`src/design/ltl_pkg.sv`:
```
`timescale 1ns / 1ps
`default_nettype none
// ----------------------------------------------------------------------------
// ltl_pkg
// Shared types, character codes and helper functions for the lexer block.
// ----------------------------------------------------------------------------
package ltl_pkg;

    // token kinds on the result channel
    typedef enum logic [2:0] {
        KIND_END     = 3'd0,
        KIND_PUNCT   = 3'd1,
        KIND_INT     = 3'd2,
        KIND_CHAR    = 3'd3,
        KIND_FLOAT   = 3'd4,
        KIND_IDENT   = 3'd5,
        KIND_STR_BYTE = 3'd6,
        KIND_STR_END = 3'd7
    } t_kind;

    // error codes carried on tokens
    typedef enum logic [2:0] {
        ERR_NONE      = 3'd0,
        ERR_EMPTY     = 3'd1,
        ERR_NEWLINE   = 3'd2,
        ERR_ESCAPE    = 3'd3,
        ERR_NO_CLOSE  = 3'd4,
        ERR_OVERFLOW  = 3'd5,
        ERR_BAD_DIGIT = 3'd6
    } t_err;

    // scanner modes
    typedef enum logic [3:0] {
        MODE_IDLE       = 4'd0,
        MODE_IDENT      = 4'd1,
        MODE_NUM        = 4'd2,
        MODE_FLOAT      = 4'd3,
        MODE_CHAR_OPEN  = 4'd4,
        MODE_CHAR_ESC   = 4'd5,
        MODE_CHAR_CLOSE = 4'd6,
        MODE_STR        = 4'd7,
        MODE_STR_ESC    = 4'd8
    } t_mode;

    // number base
    typedef enum logic [1:0] {
        BASE_DEC = 2'd0,
        BASE_OCT = 2'd1,
        BASE_HEX = 2'd2
    } t_base;

    // token fields other than the value
    typedef struct packed {
        t_kind      kind;
        t_err       err;
        logic [7:0] len;
    } t_tok_meta;

    localparam int TOK_META_BITS = $bits(t_tok_meta);
    localparam int TOKQ_DEPTH    = 4;

    // character codes
    localparam logic [7:0] CH_NUL     = 8'h00;
    localparam logic [7:0] CH_TAB     = 8'h09;
    localparam logic [7:0] CH_NL      = 8'h0a;
    localparam logic [7:0] CH_VT      = 8'h0b;
    localparam logic [7:0] CH_CR      = 8'h0d;
    localparam logic [7:0] CH_SPACE   = 8'h20;
    localparam logic [7:0] CH_DQUOTE  = 8'h22;
    localparam logic [7:0] CH_SQUOTE  = 8'h27;
    localparam logic [7:0] CH_PLUS    = 8'h2b;
    localparam logic [7:0] CH_MINUS   = 8'h2d;
    localparam logic [7:0] CH_DOT     = 8'h2e;
    localparam logic [7:0] CH_ZERO    = 8'h30;
    localparam logic [7:0] CH_NINE    = 8'h39;
    localparam logic [7:0] CH_UPPER_A = 8'h41;
    localparam logic [7:0] CH_UPPER_E = 8'h45;
    localparam logic [7:0] CH_UPPER_F = 8'h46;
    localparam logic [7:0] CH_UPPER_Z = 8'h5a;
    localparam logic [7:0] CH_BSLASH  = 8'h5c;
    localparam logic [7:0] CH_UNDER   = 8'h5f;
    localparam logic [7:0] CH_LOWER_A = 8'h61;
    localparam logic [7:0] CH_LOWER_B = 8'h62;
    localparam logic [7:0] CH_LOWER_E = 8'h65;
    localparam logic [7:0] CH_LOWER_F = 8'h66;
    localparam logic [7:0] CH_LOWER_N = 8'h6e;
    localparam logic [7:0] CH_LOWER_R = 8'h72;
    localparam logic [7:0] CH_LOWER_T = 8'h74;
    localparam logic [7:0] CH_LOWER_V = 8'h76;
    localparam logic [7:0] CH_LOWER_X = 8'h78;
    localparam logic [7:0] CH_LOWER_Z = 8'h7a;

    // digit value marking a byte that is no hex digit
    localparam logic [4:0] NO_DIGIT = 5'd16;

    function automatic logic is_digit(input logic [7:0] c);
        return (c >= CH_ZERO) && (c <= CH_NINE);
    endfunction

    function automatic logic is_alpha(input logic [7:0] c);
        return ((c >= CH_LOWER_A) && (c <= CH_LOWER_Z)) ||
               ((c >= CH_UPPER_A) && (c <= CH_UPPER_Z)) || (c == CH_UNDER);
    endfunction

    function automatic logic is_space(input logic [7:0] c);
        return (c == CH_SPACE) || (c == CH_NL) || (c == CH_CR) ||
               (c == CH_TAB) || (c == CH_VT);
    endfunction

    function automatic logic [4:0] hex_val(input logic [7:0] c);
        logic [7:0] d;
        d = 8'(NO_DIGIT);
        if (is_digit(c)) begin
            d = c - CH_ZERO;
        end else if ((c >= CH_LOWER_A) && (c <= CH_LOWER_F)) begin
            d = c - CH_LOWER_A + 8'd10;
        end else if ((c >= CH_UPPER_A) && (c <= CH_UPPER_F)) begin
            d = c - CH_UPPER_A + 8'd10;
        end
        return d[4:0];
    endfunction

    // escape decode: bit 8 set when the escape is known, low bits the value
    function automatic logic [8:0] esc_val(input logic [7:0] c);
        logic [8:0] r;
        case (c)
            CH_LOWER_R: r = {1'b1, 8'd13};
            CH_LOWER_N: r = {1'b1, 8'd10};
            CH_LOWER_T: r = {1'b1, 8'd9};
            CH_LOWER_V: r = {1'b1, 8'd11};
            CH_LOWER_B: r = {1'b1, 8'd8};
            CH_LOWER_A: r = {1'b1, 8'd7};
            CH_ZERO:    r = {1'b1, 8'd0};
            default:    r = 9'd0;
        endcase
        return r;
    endfunction

    function automatic logic [7:0] sat_inc(input logic [7:0] v);
        return (v == 8'hff) ? 8'hff : v + 8'd1;
    endfunction

    function automatic logic [4:0] radix(input t_base b);
        logic [4:0] r;
        case (b)
            BASE_HEX: r = 5'd16;
            BASE_OCT: r = 5'd8;
            default:  r = 5'd10;
        endcase
        return r;
    endfunction

endpackage
`default_nettype wire

```
`src/design/ltl_scan.sv`:
```
`timescale 1ns / 1ps
`default_nettype none
// ----------------------------------------------------------------------------
// ltl_scan
// Scanner state and the per-byte decision: consumes one byte per step and
// produces up to two tokens plus the next scanner state.
// ----------------------------------------------------------------------------
module ltl_scan
    import ltl_pkg::*;
#(
    parameter int VALUE_BITS = 64
) (
    input  wire logic                  i_clk,
    input  wire logic                  i_rst_n,
    input  wire logic                  i_step,
    input  wire logic [7:0]            i_byte,
    output logic [1:0]                 o_push,
    output t_tok_meta                  o_meta0,
    output logic [VALUE_BITS-1:0]      o_val0,
    output t_tok_meta                  o_meta1,
    output logic [VALUE_BITS-1:0]      o_val1
);

    localparam int WIDE_BITS = VALUE_BITS + 5;

    // scanner state
    t_mode                 r_mode,  n_mode;
    logic [VALUE_BITS-1:0] r_value, n_value;
    t_base                 r_base,  n_base;
    t_err                  r_pend,  n_pend;
    logic [7:0]            r_cnt,   n_cnt;
    logic [7:0]            r_lit,   n_lit;

    logic [7:0] c;
    logic [7:0] cnt_inc;
    logic [4:0] dig;
    logic [8:0] esc;
    assign c       = i_byte;
    assign cnt_inc = sat_inc(r_cnt);
    assign dig     = hex_val(c);
    assign esc     = esc_val(c);

    // outcome of scanning the byte from idle
    t_mode                 id_mode;
    t_base                 id_base;
    logic [VALUE_BITS-1:0] id_value;
    logic                  id_emit;
    t_tok_meta             id_meta;
    logic [VALUE_BITS-1:0] id_val;

    always_comb begin
        id_mode  = MODE_IDLE;
        id_base  = BASE_DEC;
        id_value = '0;
        id_emit  = 1'b0;
        id_meta  = '{kind: KIND_END, err: ERR_NONE, len: 8'd0};
        id_val   = '0;
        if (c == CH_NUL) begin
            id_emit = 1'b1;
        end else if (is_space(c)) begin
            id_emit = 1'b0;
        end else if (c == CH_SQUOTE) begin
            id_mode = MODE_CHAR_OPEN;
        end else if (c == CH_DQUOTE) begin
            id_mode = MODE_STR;
        end else if (c == CH_DOT) begin
            id_mode = MODE_FLOAT;
        end else if (c == CH_ZERO) begin
            id_mode = MODE_NUM;
            id_base = BASE_OCT;
        end else if (is_digit(c)) begin
            id_mode  = MODE_NUM;
            id_value = VALUE_BITS'(dig);
        end else if (is_alpha(c)) begin
            id_mode = MODE_IDENT;
        end else begin
            id_emit = 1'b1;
            id_meta = '{kind: KIND_PUNCT, err: ERR_NONE, len: 8'd1};
            id_val  = VALUE_BITS'(c);
        end
    end

    // digit accumulate: value * base + digit, with overflow from the top bits
    logic [WIDE_BITS-1:0] v_ext;
    logic [WIDE_BITS-1:0] v_mul;
    logic [WIDE_BITS-1:0] v_sum;
    logic                 v_ovf;
    assign v_ext = WIDE_BITS'(r_value);

    always_comb begin
        case (r_base)
            BASE_HEX: v_mul = v_ext << 4;
            BASE_OCT: v_mul = v_ext << 3;
            default:  v_mul = (v_ext << 3) + (v_ext << 1);
        endcase
    end

    assign v_sum = v_mul + WIDE_BITS'(dig);
    assign v_ovf = |v_sum[WIDE_BITS-1:VALUE_BITS];

    // number token as it stands now
    t_err num_err;
    always_comb begin
        num_err = r_pend;
        if ((r_base == BASE_HEX) && (r_cnt == 8'd2) && (r_pend == ERR_NONE)) begin
            num_err = ERR_BAD_DIGIT;
        end
    end

    // per-byte decision
    logic                  restart;
    logic                  has_fin;
    t_tok_meta             fin_meta;
    logic [VALUE_BITS-1:0] fin_val;

    always_comb begin
        n_mode   = r_mode;
        n_value  = r_value;
        n_base   = r_base;
        n_pend   = r_pend;
        n_cnt    = r_cnt;
        n_lit    = r_lit;
        restart  = 1'b0;
        has_fin  = 1'b0;
        fin_meta = '{kind: KIND_END, err: ERR_NONE, len: 8'd0};
        fin_val  = '0;
        o_push   = 2'd0;
        o_meta0  = '{kind: KIND_END, err: ERR_NONE, len: 8'd0};
        o_val0   = '0;
        o_meta1  = '{kind: KIND_END, err: ERR_NONE, len: 8'd0};
        o_val1   = '0;

        unique case (r_mode)
            MODE_IDENT: begin
                if (is_alpha(c) || is_digit(c)) begin
                    n_cnt = cnt_inc;
                end else begin
                    has_fin  = 1'b1;
                    restart  = 1'b1;
                    fin_meta = '{kind: KIND_IDENT, err: ERR_NONE, len: r_cnt};
                end
            end
            MODE_NUM: begin
                if (r_base == BASE_HEX && dig != NO_DIGIT) begin
                    n_cnt = cnt_inc;
                    if (r_pend == ERR_NONE) begin
                        if (v_ovf) begin
                            n_pend  = ERR_OVERFLOW;
                            n_value = '0;
                        end else begin
                            n_value = v_sum[VALUE_BITS-1:0];
                        end
                    end
                end else if (r_base != BASE_HEX && c == CH_LOWER_X &&
                             r_base == BASE_OCT && r_cnt == 8'd1) begin
                    n_base = BASE_HEX;
                    n_cnt  = 8'd2;
                end else if (r_base != BASE_HEX && is_digit(c)) begin
                    n_cnt = cnt_inc;
                    if (dig < radix(r_base)) begin
                        if (r_pend == ERR_NONE) begin
                            if (v_ovf) begin
                                n_pend  = ERR_OVERFLOW;
                                n_value = '0;
                            end else begin
                                n_value = v_sum[VALUE_BITS-1:0];
                            end
                        end
                    end else if (r_pend == ERR_NONE) begin
                        n_pend = ERR_BAD_DIGIT;
                    end
                end else if (r_base != BASE_HEX && (c == CH_DOT ||
                             c == CH_LOWER_E || c == CH_UPPER_E)) begin
                    n_mode = MODE_FLOAT;
                    n_pend = ERR_NONE;
                    n_cnt  = cnt_inc;
                end else begin
                    has_fin  = 1'b1;
                    restart  = 1'b1;
                    fin_meta = '{kind: KIND_INT, err: num_err, len: r_cnt};
                    fin_val  = (num_err == ERR_NONE) ? r_value : '0;
                end
            end
            MODE_FLOAT: begin
                if (is_digit(c) || c == CH_DOT || c == CH_LOWER_E ||
                    c == CH_UPPER_E || c == CH_PLUS || c == CH_MINUS) begin
                    n_cnt = cnt_inc;
                end else begin
                    has_fin  = 1'b1;
                    restart  = 1'b1;
                    fin_meta = '{kind: KIND_FLOAT, err: ERR_NONE, len: r_cnt};
                end
            end
            MODE_CHAR_OPEN: begin
                if (c == CH_NUL) begin
                    has_fin  = 1'b1;
                    restart  = 1'b1;
                    fin_meta = '{kind: KIND_CHAR, err: ERR_NO_CLOSE, len: r_cnt};
                end else begin
                    n_cnt = cnt_inc;
                    if (c == CH_SQUOTE) begin
                        o_push  = 2'd1;
                        o_meta0 = '{kind: KIND_CHAR, err: ERR_EMPTY, len: cnt_inc};
                        n_mode  = MODE_IDLE;
                    end else if (c == CH_BSLASH) begin
                        n_mode = MODE_CHAR_ESC;
                    end else begin
                        if (c == CH_NL) begin
                            n_pend = ERR_NEWLINE;
                        end
                        n_lit  = c;
                        n_mode = MODE_CHAR_CLOSE;
                    end
                end
            end
            MODE_CHAR_ESC: begin
                if (c == CH_NUL) begin
                    has_fin  = 1'b1;
                    restart  = 1'b1;
                    fin_meta = '{kind: KIND_CHAR, err: ERR_NO_CLOSE, len: r_cnt};
                end else begin
                    n_cnt = cnt_inc;
                    if (!esc[8] && r_pend == ERR_NONE) begin
                        n_pend = ERR_ESCAPE;
                    end
                    n_lit  = esc[7:0];
                    n_mode = MODE_CHAR_CLOSE;
                end
            end
            MODE_CHAR_CLOSE: begin
                if (c == CH_SQUOTE) begin
                    n_cnt   = cnt_inc;
                    o_push  = 2'd1;
                    o_meta0 = '{kind: KIND_CHAR, err: r_pend, len: cnt_inc};
                    o_val0  = VALUE_BITS'(r_lit);
                    n_mode  = MODE_IDLE;
                end else begin
                    has_fin  = 1'b1;
                    restart  = 1'b1;
                    fin_meta = '{kind: KIND_CHAR,
                                 err: (r_pend != ERR_NONE) ? r_pend : ERR_NO_CLOSE,
                                 len: r_cnt};
                    fin_val  = VALUE_BITS'(r_lit);
                end
            end
            MODE_STR: begin
                if (c == CH_NUL) begin
                    has_fin  = 1'b1;
                    restart  = 1'b1;
                    fin_meta = '{kind: KIND_STR_END, err: ERR_NO_CLOSE, len: r_cnt};
                end else begin
                    n_cnt = cnt_inc;
                    if (c == CH_DQUOTE) begin
                        o_push  = 2'd1;
                        o_meta0 = '{kind: KIND_STR_END, err: ERR_NONE, len: cnt_inc};
                        n_mode  = MODE_IDLE;
                    end else if (c == CH_BSLASH) begin
                        n_mode = MODE_STR_ESC;
                    end else begin
                        o_push  = 2'd1;
                        o_meta0 = '{kind: KIND_STR_BYTE,
                                    err: (c == CH_NL) ? ERR_NEWLINE : ERR_NONE,
                                    len: 8'd1};
                        o_val0  = VALUE_BITS'(c);
                    end
                end
            end
            MODE_STR_ESC: begin
                if (c == CH_NUL) begin
                    has_fin  = 1'b1;
                    restart  = 1'b1;
                    fin_meta = '{kind: KIND_STR_END, err: ERR_NO_CLOSE, len: r_cnt};
                end else begin
                    n_cnt  = cnt_inc;
                    n_mode = MODE_STR;
                    o_push = 2'd1;
                    if (c == CH_DQUOTE) begin
                        o_meta0 = '{kind: KIND_STR_BYTE, err: ERR_NONE, len: 8'd2};
                        o_val0  = VALUE_BITS'(c);
                    end else if (esc[8]) begin
                        o_meta0 = '{kind: KIND_STR_BYTE, err: ERR_NONE, len: 8'd2};
                        o_val0  = VALUE_BITS'(esc[7:0]);
                    end else begin
                        o_meta0 = '{kind: KIND_STR_BYTE, err: ERR_ESCAPE, len: 8'd2};
                    end
                end
            end
            default: begin
                restart = 1'b1;
            end
        endcase

        // byte rescanned from idle, after any token it closed
        if (restart) begin
            n_mode  = id_mode;
            n_value = id_value;
            n_base  = id_base;
            n_pend  = ERR_NONE;
            n_cnt   = 8'd1;
            n_lit   = 8'd0;
            if (has_fin) begin
                o_meta0 = fin_meta;
                o_val0  = fin_val;
                o_meta1 = id_meta;
                o_val1  = id_val;
                o_push  = id_emit ? 2'd2 : 2'd1;
            end else begin
                o_meta0 = id_meta;
                o_val0  = id_val;
                o_push  = id_emit ? 2'd1 : 2'd0;
            end
        end
        if (!i_step) begin
            o_push = 2'd0;
        end
    end

    // state register
    always_ff @(posedge i_clk) begin
        if (!i_rst_n) begin
            r_mode  <= MODE_IDLE;
            r_value <= '0;
            r_base  <= BASE_DEC;
            r_pend  <= ERR_NONE;
            r_cnt   <= 8'd0;
            r_lit   <= 8'd0;
        end else if (i_step) begin
            r_mode  <= n_mode;
            r_value <= n_value;
            r_base  <= n_base;
            r_pend  <= n_pend;
            r_cnt   <= n_cnt;
            r_lit   <= n_lit;
        end
    end

endmodule
`default_nettype wire

```
`src/design/ltl_tokq.sv`:
```
`timescale 1ns / 1ps
`default_nettype none
// ----------------------------------------------------------------------------
// ltl_tokq
// Small token queue: takes up to two tokens per cycle, hands out one.
// ----------------------------------------------------------------------------
module ltl_tokq
    import ltl_pkg::*;
#(
    parameter int DATA_BITS = 78
) (
    input  wire logic                 i_clk,
    input  wire logic                 i_rst_n,
    input  wire logic [1:0]           i_push,
    input  wire logic [DATA_BITS-1:0] i_data0,
    input  wire logic [DATA_BITS-1:0] i_data1,
    input  wire logic                 i_pop,
    output logic                      o_valid,
    output logic [DATA_BITS-1:0]      o_data,
    output logic                      o_room2
);

    localparam int AW = $clog2(TOKQ_DEPTH);
    localparam int CW = $clog2(TOKQ_DEPTH + 1);

    logic [DATA_BITS-1:0] r_mem [TOKQ_DEPTH];
    logic [AW-1:0]        r_head, n_head;
    logic [AW-1:0]        r_tail, n_tail;
    logic [CW-1:0]        r_count, n_count;
    logic                 pop;
    logic [AW-1:0]        tail1;

    assign o_valid = (r_count != '0);
    assign o_data  = r_mem[r_head];
    assign o_room2 = (r_count <= CW'(TOKQ_DEPTH - 2));
    assign pop     = i_pop && o_valid;
    assign tail1   = r_tail + AW'(1);

    // pointer and fill level update
    always_comb begin
        n_head  = pop ? r_head + AW'(1) : r_head;
        n_tail  = r_tail + AW'(i_push);
        n_count = r_count + CW'(i_push) - CW'(pop);
    end

    always_ff @(posedge i_clk) begin
        if (!i_rst_n) begin
            r_head  <= '0;
            r_tail  <= '0;
            r_count <= '0;
        end else begin
            r_head  <= n_head;
            r_tail  <= n_tail;
            r_count <= n_count;
        end
    end

    // token storage
    always_ff @(posedge i_clk) begin
        if (i_push != 2'd0) begin
            r_mem[r_tail] <= i_data0;
        end
        if (i_push == 2'd2) begin
            r_mem[tail1] <= i_data1;
        end
    end

endmodule
`default_nettype wire

```
`src/design/literal_token_lexer.sv`:
```
`timescale 1ns / 1ps
`default_nettype none
// ----------------------------------------------------------------------------
// literal_token_lexer
// Streaming lexer for a C-like language: one source byte in per item,
// tokens out with kind, value, error code and length.
// ----------------------------------------------------------------------------
//  channel   | signals                                  | carries
//  ----------+------------------------------------------+---------------------
//  byte in   | i_in_valid, o_in_ready, i_char_byte      | one source byte
//  token out | o_out_valid, i_out_ready, o_token_kind,  | one token
//            | o_token_value, o_error_code,             |
//            | o_token_length                           |
//
//  One byte per cycle is taken while the token queue has room for two;
//  the queue drains one token per cycle while i_out_ready is high, so a byte
//  that closes one token and starts another yields two tokens.
//  An accepted byte is held in the input register until the queue has room.
//  Synchronous active-low reset puts the scanner in idle and empties the queue.
//  A stalled output stalls the input once the four-entry queue holds three.
// ----------------------------------------------------------------------------
module literal_token_lexer
    import ltl_pkg::*;
#(
    parameter int VALUE_BITS = 64
) (
    input  wire logic                  i_clk,
    input  wire logic                  i_rst_n,
    input  wire logic                  i_in_valid,
    output logic                       o_in_ready,
    input  wire logic [7:0]            i_char_byte,
    output logic                       o_out_valid,
    input  wire logic                  i_out_ready,
    output logic [2:0]                 o_token_kind,
    output logic [VALUE_BITS-1:0]      o_token_value,
    output logic [2:0]                 o_error_code,
    output logic [7:0]                 o_token_length
);

    localparam int TOK_BITS = TOK_META_BITS + VALUE_BITS;

    // input register
    logic       r_in_valid;
    logic [7:0] r_in_byte;
    logic       step;
    logic       room2;

    assign step       = r_in_valid && room2;
    assign o_in_ready = !r_in_valid || step;

    always_ff @(posedge i_clk) begin
        if (!i_rst_n) begin
            r_in_valid <= 1'b0;
        end else if (o_in_ready) begin
            r_in_valid <= i_in_valid;
        end
    end

    always_ff @(posedge i_clk) begin
        if (o_in_ready && i_in_valid) begin
            r_in_byte <= i_char_byte;
        end
    end

    // scanner
    logic [1:0]            push;
    t_tok_meta             meta0;
    t_tok_meta             meta1;
    logic [VALUE_BITS-1:0] val0;
    logic [VALUE_BITS-1:0] val1;

    ltl_scan #(
        .VALUE_BITS(VALUE_BITS)
    ) u_scan (
        .i_clk   (i_clk),
        .i_rst_n (i_rst_n),
        .i_step  (step),
        .i_byte  (r_in_byte),
        .o_push  (push),
        .o_meta0 (meta0),
        .o_val0  (val0),
        .o_meta1 (meta1),
        .o_val1  (val1)
    );

    // token queue
    logic [TOK_BITS-1:0] q_data;
    t_tok_meta           q_meta;

    ltl_tokq #(
        .DATA_BITS(TOK_BITS)
    ) u_tokq (
        .i_clk   (i_clk),
        .i_rst_n (i_rst_n),
        .i_push  (push),
        .i_data0 ({meta0, val0}),
        .i_data1 ({meta1, val1}),
        .i_pop   (i_out_ready),
        .o_valid (o_out_valid),
        .o_data  (q_data),
        .o_room2 (room2)
    );

    // result fields
    assign q_meta         = t_tok_meta'(q_data[TOK_BITS-1:VALUE_BITS]);
    assign o_token_kind   = q_meta.kind;
    assign o_error_code   = q_meta.err;
    assign o_token_length = q_meta.len;
    assign o_token_value  = q_data[VALUE_BITS-1:0];

    // checks
    a_reset_empty: assert property (@(posedge i_clk)
        !i_rst_n |=> !o_out_valid)
        else $error("token output valid right after reset");

    a_stall_holds_byte: assert property (@(posedge i_clk) disable iff (!i_rst_n)
        r_in_valid && !room2 |=> r_in_valid && $stable(r_in_byte))
        else $error("buffered byte lost while queue full");

    a_end_token: assert property (@(posedge i_clk) disable iff (!i_rst_n)
        o_out_valid && o_token_kind == KIND_END |->
            o_token_value == '0 && o_token_length == 8'd0 && o_error_code == ERR_NONE)
        else $error("end token carries data");

    a_str_byte_len: assert property (@(posedge i_clk) disable iff (!i_rst_n)
        o_out_valid && o_token_kind == KIND_STR_BYTE |->
            o_token_length == 8'd1 || o_token_length == 8'd2)
        else $error("string byte length out of range");

    a_int_err_zero: assert property (@(posedge i_clk) disable iff (!i_rst_n)
        o_out_valid && o_token_kind == KIND_INT && o_error_code != ERR_NONE |->
            o_token_value == '0)
        else $error("integer with error has nonzero value");

endmodule
`default_nettype wire

```
`config.mk`:
```
export PLATFORM = sky130hd
export DESIGN_NAME = literal_token_lexer
export DESIGN_NICKNAME = d
export VERILOG_FILES = /design/src/design/ltl_pkg.sv /design/src/design/ltl_scan.sv /design/src/design/ltl_tokq.sv /design/src/design/literal_token_lexer.sv
export SDC_FILE = /design/constraint.sdc
export NUM_CORES = 1
export LEC_CHECK = 0
export ABC_CLOCK_PERIOD_IN_PS = 6800
export BUFFER_PORTS_ARGS = -buffer_cell sky130_fd_sc_hd__buf_2
export CORE_MARGIN = 3
export CORE_UTILIZATION = 45
export DETAILED_ROUTE_END_ITERATION = 12
export RECOVER_POWER = 100
export SYNTH_ARGS = -nofsm -noshare
export SYNTH_HDL_FRONTEND = slang
export SYNTH_SLANG_ARGS = --single-unit
```
`constraint.sdc`:
```
create_clock -name i_clk -period 6.8 [get_ports i_clk]
set_clock_uncertainty 0.15 [all_clocks]
set_input_delay 1.36 -clock i_clk [delete_from_list [all_inputs] [get_ports i_clk]]
set_output_delay 1.36 -clock i_clk [all_outputs]
set_load 0.05 [all_outputs]
```
==> results of run 1 <==
==> per-stage QoR <==
| step | setup WS, ns | cell area (sq um) |
|---|---|---|
| final | 0.5609 | 29150 |
| after global routing | 0.2956 | 29150 |
| after CTS | 1.005 | 29320 |
| after detailed placement | 1.020 | 27790 |
| after global placement | 1.217 | 27790 |
| after floorplan | 1.053 | 26860 |
==> cells by family after synthesis <==
family,synth area share
AO/OA/AOI/OAI,0.2328
XOR/XNOR,0.02995
adder cells (fa/ha/maj),0.04089
buffers and inverters,0.05221
flip-flops,0.3301
multiplexers,0.07154
AND/OR/NAND/NOR,0.2425
==> layout make-up <==
cell class	instances	area [sq um]	share of cell area
Sequential cell	419	8872	0.3044
Tap cell	765	957.2	0.03284
Timing Repair Buffer	165	1017	0.03490
Clock buffer	72	1379	0.04730
Multi-Input combinational cell	2673	16630	0.5704
Inverter	38	142.6	0.004893
Clock inverter	12	155.1	0.005322
==> worst reg2reg max path, delay by kind of cell (launching register included) <==
family                   cells  cell delay, ns
flip-flops                   1            0.59
AND/OR/NAND/NOR              4            1.93
AO/OA/AOI/OAI                6            1.66
buffers and inverters        3            1.14
adder cells (fa/ha/maj)      2            0.63
==> how the worst max path moves through the flow <==
stage	from	endpoint	cells past startpoint
final	r_in_byte[1]	u_tokq.r_mem[1][43]	15
after global routing	r_in_byte[0]	u_scan.r_pend[0]	21
after CTS	r_in_byte[0]	u_scan.r_value[39]	21
after detailed placement	r_in_byte[0]	u_scan.r_value[39]	21
after global placement	r_in_byte[0]	u_scan.r_value[40]	21
after floorplan	u_scan.r_base[0]	u_scan.r_value[61]	30
==> flip-flops by register name (all words and copies together) (netlist names), 3 cells and up, named ones only <==
name,cells
r_in_byte,8
u_scan.r_value,64
u_scan.r_pend,3
u_scan.r_mode,4
u_scan.r_cnt,8
u_tokq.r_mem,312
u_tokq.r_count,3
u_scan.r_lit,8
==> cell usage in the layout, fill, tap and decap left out, types with 46 or more instances in the layout <==
master and n:
edfxtp_1 48, clkbuf_16 46, a21oi_1 408, nand4_1 69, nand2_1 537, buf_4 54
ha_1 81, nand3_1 279, a211oi_1 47, xnor2_1 49, mux4_2 78, nor2_1 224
nor3_1 62, dfxtp_1 370, o21ai_0 208, clkbuf_1 94
==> power groups by stage <==
stage	Combinational, mW	Sequential, mW	Clock (mW)
floorplan	1.31	2.75	0
global placement	1.66	2.87	0
detailed placement	1.67	2.88	0
CTS	1.68	2.82	2.57
global route	1.77	2.84	2.67
finish	1.66	2.82	2.52
==> routing by layer <==
metal / vias up / GRT usage / wire length, um
li1: 12430 / - / -
met1: 13060 / 0.4506 / 45280
met2: 1208 / 0.4675 / 44000
met3: 146 / 0.04029 / 7830
met4: 0 / 0.07945 / 2242
met5: - / 0 / 0
==> impl_metrics.py, run 1 <==
metrics = {
    "pwr": {
        "pwr-share-comb": 0.237,
        "power_frac_clock": 0.359,
        "switching_share": 0.3434,
        "power.internal_mw": 4.597,
        "power.density_nw_per_um2": 240.2,
        "power_frac_seq": 0.403,
        "ir_drop_mv": 0.2648,
        "design_power_total_mw": 7.001,
        "p_leak_nw": 9.725,
        "p_sw_mw": 2.404,
    },
    "detailed_routing": {
        "wl_mm": 99.35,
        "ant_nets": 0,
        "drtPass1Iterations": 5,
        "wl_per_cell_um": 23.97,
        "route.detailed.drc": 0,
        "via_count": 26840,
        "viasPerCell": 6.478,
        "drt_first_iter_violations": 3171,
    },
    "placement": {
        "place_inst": 4060,
        "place_congestion": 0.9914,
        "hpwl_mm": 70.72,
        "port-buffer-count": 91,
    },
    "yosys": {
        "synthTopCellsByArea": "dfxtp_1, a21oi_1, nand2_1",
        "yosysTopAreaCellShare": 0.2765,
        "synthesis.nets": 3516,
        "synthesis.area_sq_um": 26860,
        "ys_top_cells_by_count": "nand2_1, a21oi_1, dfxtp_1",
        "synth_area_per_cell_sq_um": 7.859,
        "synthCells": 3418,
        "ys_seq_area_frac": 0.3301,
        "yosys.area.top_type": "dfxtp_1",
        "yosysWarnings": 0,
        "async_flop_share": 0,
        "yosysMostFrequentCell": "nand2_1",
        "yosysUniqueCellTypes": 102,
        "ys.flop_type": "dfxtp_1",
        "synth_edf_count": 48,
        "ys_ff_latch": 419,
    },
    "timing": {
        "slew_headroom": -0.4426,
        "final_max_slew_viol_count": 75,
        "min_period_ns": 6.239,
        "fmax_mhz": 160.3,
        "tightest_slew_ns": 2.164,
        "setup_viol": 0,
        "rsz0062_at_grt": "false",
        "setup_tns_ns": 0,
        "whs_ns": 0.3000,
        "finalCritPeriodShare": 0.9175,
        "finalHoldViolCount": 0,
    },
    "final_layout": {
        "fin_nets": 3441,
        "num_antenna_cells": 0,
        "layout-drive-gt1-share": 0.08642,
        "final_cells": 4144,
        "nFillCells": 5802,
        "finish.utilization": 0.4995,
        "syn_to_final_growth_pct": 8.514,
    },
    "grt": {
        "antenna_found_initial": 1,
        "grt_pass1_wl_mm": 152.0,
        "grt_pass1_vias": 25370,
        "grt_overflow": 0,
        "grt_max_degree": 143,
        "track_usage": 0.3046,
    },
    "cts": {
        "ctsHoldBuffers": 0,
        "h-tree-depth": 2,
        "clk_pin_slew_ns": 0.06,
        "cts.sink_count": 419,
        "cts_tree": "yes",
        "cts_setup_buffers": 0,
        "cts_buffers": 46,
        "root_buffer": "clkbuf_16",
        "clk_path_buf_depth": 3,
        "ctsResizeCount": 0,
        "clk-insertion-delay-late_ns": 0.61,
    },
    "run_status": {
        "outcome": "complete, but fails checks",
        "violations": "max-capacitance violations, max-slew violations",
    },
    "flow_run": {
        "max_cap_violations": 2,
    },
    "worst_setup_path": {
        "critPathKind": "register to register",
        "ff2ff_setup_slack_ns": 0.56,
        "timing.rr.end": "u_tokq.r_mem[1][43]",
        "cp.arrival_ns": 6.53,
        "required_ns": 7.10,
        "cpPeakStageDelay_ns": 0.90,
        "rr_startpoint": "r_in_byte[1]",
        "slowest_stage": "or2_0",
        "cp-start-kind": "register",
        "crit_family": "simple AND/OR/NAND/NOR gates",
        "crit_path_end_kind": "register",
        "cp_cell_sequence": "inv_1 -> ha_1 -> o21bai_1 -> a2111oi_2 -> clkbuf_1 -> a31oi_1 -> o21ai_0 -> o21ai_0 -> or2_0 -> ha_1 -> nand2_1 -> or3_1 -> nor3_2 -> clkbuf_4 -> a21oi_1",
        "cp_max_fo": 50,
        "crit_buf_inv": 3,
        "rr_worst_depth": 15,
    },
    "floorplan": {
        "die_height_um": 250.3,
        "rows": 88,
        "fp.dieW_um": 250.3,
        "core_sq_um": 58360,
        "start_util": 0.4603,
        "ioPinCount": 92,
        "dieArea_sq_um": 62660,
    },
    "min_path": {
        "hold_start": "u_tokq.r_mem[0][50]",
        "whs_endpoint": "u_tokq.r_mem[0][50]",
        "hp-class": "register to register",
        "min_path_cells": 2,
    },
}
Note: power is estimated with default switching activity, not from simulation.
==> run 2, diff against run 1 <==
==> constraint.sdc (replaced) <==
create_clock -name i_clk -period 6.8 [get_ports i_clk]
set_clock_uncertainty 0.15 [all_clocks]
set_input_delay 0.34 -clock i_clk [delete_from_list [all_inputs] [get_ports i_clk]]
set_output_delay 0.34 -clock i_clk [all_outputs]
set_load 0.05 [all_outputs]
==> impl_metrics.py, run 2 (synthesis results as in run 1) <==
metrics = {
    "cts": {
        "root_buffer": "clkbuf_16",
        "clk_pin_slew_ns": 0.06,
        "cts_tree": "yes",
        "h-tree-depth": 2,
        "cts_buffers": 49,
        "ctsResizeCount": 0,
        "cts.sink_count": 419,
        "clk_path_buf_depth": 3,
        "clk-insertion-delay-late_ns": 0.62,
    },
    "pwr": {
        "design_power_total_mw": 7.132,
        "p_sw_mw": 2.466,
        "power.internal_mw": 4.666,
        "power.density_nw_per_um2": 244.3,
        "p_leak_nw": 9.750,
        "switching_share": 0.3458,
        "ir_drop_mv": 0.3047,
        "power_frac_seq": 0.397,
        "pwr-share-comb": 0.233,
        "power_frac_clock": 0.370,
    },
    "timing": {
        "finalCritPeriodShare": 0.9292,
        "fmax_mhz": 158.3,
        "final_max_slew_viol_count": 37,
        "rsz0062_at_grt": "false",
        "setup_tns_ns": 0,
        "finalHoldViolCount": 0,
        "min_period_ns": 6.318,
        "setup_viol": 0,
        "tightest_slew_ns": 2.742,
        "slew_headroom": -0.8278,
    },
    "final_layout": {
        "layout_common_cells": "nand2_1, a21oi_1, dfxtp_1, nand3_1, nor2_1",
        "top_register": "u_tokq.r_mem",
        "nFillCells": 5751,
        "syn_to_final_growth_pct": 8.663,
        "largest_register_ffs": 312,
        "num_antenna_cells": 0,
        "fin_nets": 3441,
        "layout-drive-gt1-share": 0.08658,
        "reg.largest.list": "u_tokq.r_mem (312), u_scan.r_value (64)",
        "final_common_cell": "nand2_1",
    },
    "grt": {
        "antenna_found_initial": 0,
        "grt_max_degree": 143,
        "grt_overflow": 0,
        "grt_pass1_vias": 25250,
        "grt_pass1_wl_mm": 151.4,
        "track_usage": 0.3035,
    },
    "detailed_routing": {
        "via_count": 27140,
        "viasPerCell": 6.540,
        "wl_mm": 99.89,
        "drt_first_iter_violations": 2648,
        "wl_per_cell_um": 24.08,
        "ant_nets": 0,
        "drtPass1Iterations": 6,
        "route.detailed.drc": 0,
    },
    "placement": {
        "hpwl_mm": 70.49,
        "place_congestion": 1.006,
        "port-buffer-count": 91,
    },
    "flow_run": {
        "max_cap_violations": 1,
    },
    "worst_setup_path": {
        "critPathKind": "register to register",
        "cp-start-kind": "register",
        "crit_path_end_kind": "register",
        "required_ns": 6.95,
        "cp_max_fo": 16,
        "cp.arrival_ns": 6.47,
    },
    "floorplan": {
        "die_height_um": 250.3,
        "ioPinCount": 92,
        "rows": 88,
        "core_sq_um": 58360,
        "start_util": 0.4603,
        "fp.dieW_um": 250.3,
        "dieArea_sq_um": 62660,
    },
    "run_status": {
        "outcome": "complete, but fails checks",
        "violations": "max-capacitance violations, max-slew violations",
    },
    "min_path": {
        "hp-class": "input pin to register",
    },
}
-- run 2: what timing repair did --
action	4_1_cts	5_1_grt
endpoints found under the hold margin	9	0
hold buffers	9	0
setup buffers	0	0
-- run 2: final cells by class --
type | count | area [sq um] | share of cell area
clock inverters | 23 | 222.7 | 0.007630
clock buffers | 69 | 1413 | 0.04839
flip-flops and latches | 419 | 8872 | 0.3039
inverters | 38 | 142.6 | 0.004886
repair buffers | 162 | 963.4 | 0.03300
well taps | 765 | 957.2 | 0.03279
multi-input cells | 2673 | 16620 | 0.5694
-- run 2: routing by layer --
layer / share of wire / global-route usage / up-vias / wire length [um]
met5: 0 / 0 / - / 0
met4: 0.022 / 0.07862 / 0 / 2164
met3: 0.089 / 0.05804 / 169 / 8904
li1: - / - / 12430 / -
met2: 0.44 / 0.4620 / 1279 / 43930
met1: 0.45 / 0.4410 / 13260 / 44900
-- run 2: worst paths after layout --
check,end,cells after the start,startpoint,slack (ns)
min,register,4,i_out_ready,0.15
max reg2reg,u_tokq.r_mem[1][2],14,r_in_byte[1],0.48
max,u_tokq.r_mem[1][2],14,r_in_byte[1],0.48
min reg2reg,u_tokq.r_mem[0][31],2,u_tokq.r_mem[0][31],0.30
-- run 2: critical path, stage by stage (launching register included) --
cell	delay, ns
edfxtp_1	0.56
inv_1	0.17
ha_1	0.31
nand2b_1	0.17
o211a_1	0.31
a31oi_1	0.35
o21ai_0	0.33
o21ai_0	0.50
or2_0	0.94
ha_1	0.33
nand2_1	0.18
or3_1	0.54
or3_1	0.59
nand2_1	0.27
clkbuf_2	0.28
-- run 2: per-stage QoR --
stage          setup slack, ns  hold WS [ns]  instances  instance area, sq um  utilization
2_1_floorplan            1.053        0.2831       3418                 26860            -
3_3_place_gp            0.8853        0.2881       4048                 27670       0.4742
3_5_place_dp            0.6897        0.2933       4048                 27670       0.4742
4_1_cts                 0.6526       0.07095       4149                 29400       0.5038
5_1_grt                0.08230        0.1868       4149                 29190       0.5002
6_report                0.4816        0.1534       4149                 29190       0.5002
-- run 2: power groups by stage --
stage | combinational, mW | sequential, mW | clock, mW
finish | 1.66 | 2.83 | 2.64
CTS | 1.68 | 2.83 | 2.68
global placement | 1.65 | 2.88 | 0
global route | 1.78 | 2.85 | 2.78
floorplan | 1.31 | 2.75 | 0
detailed placement | 1.67 | 2.89 | 0
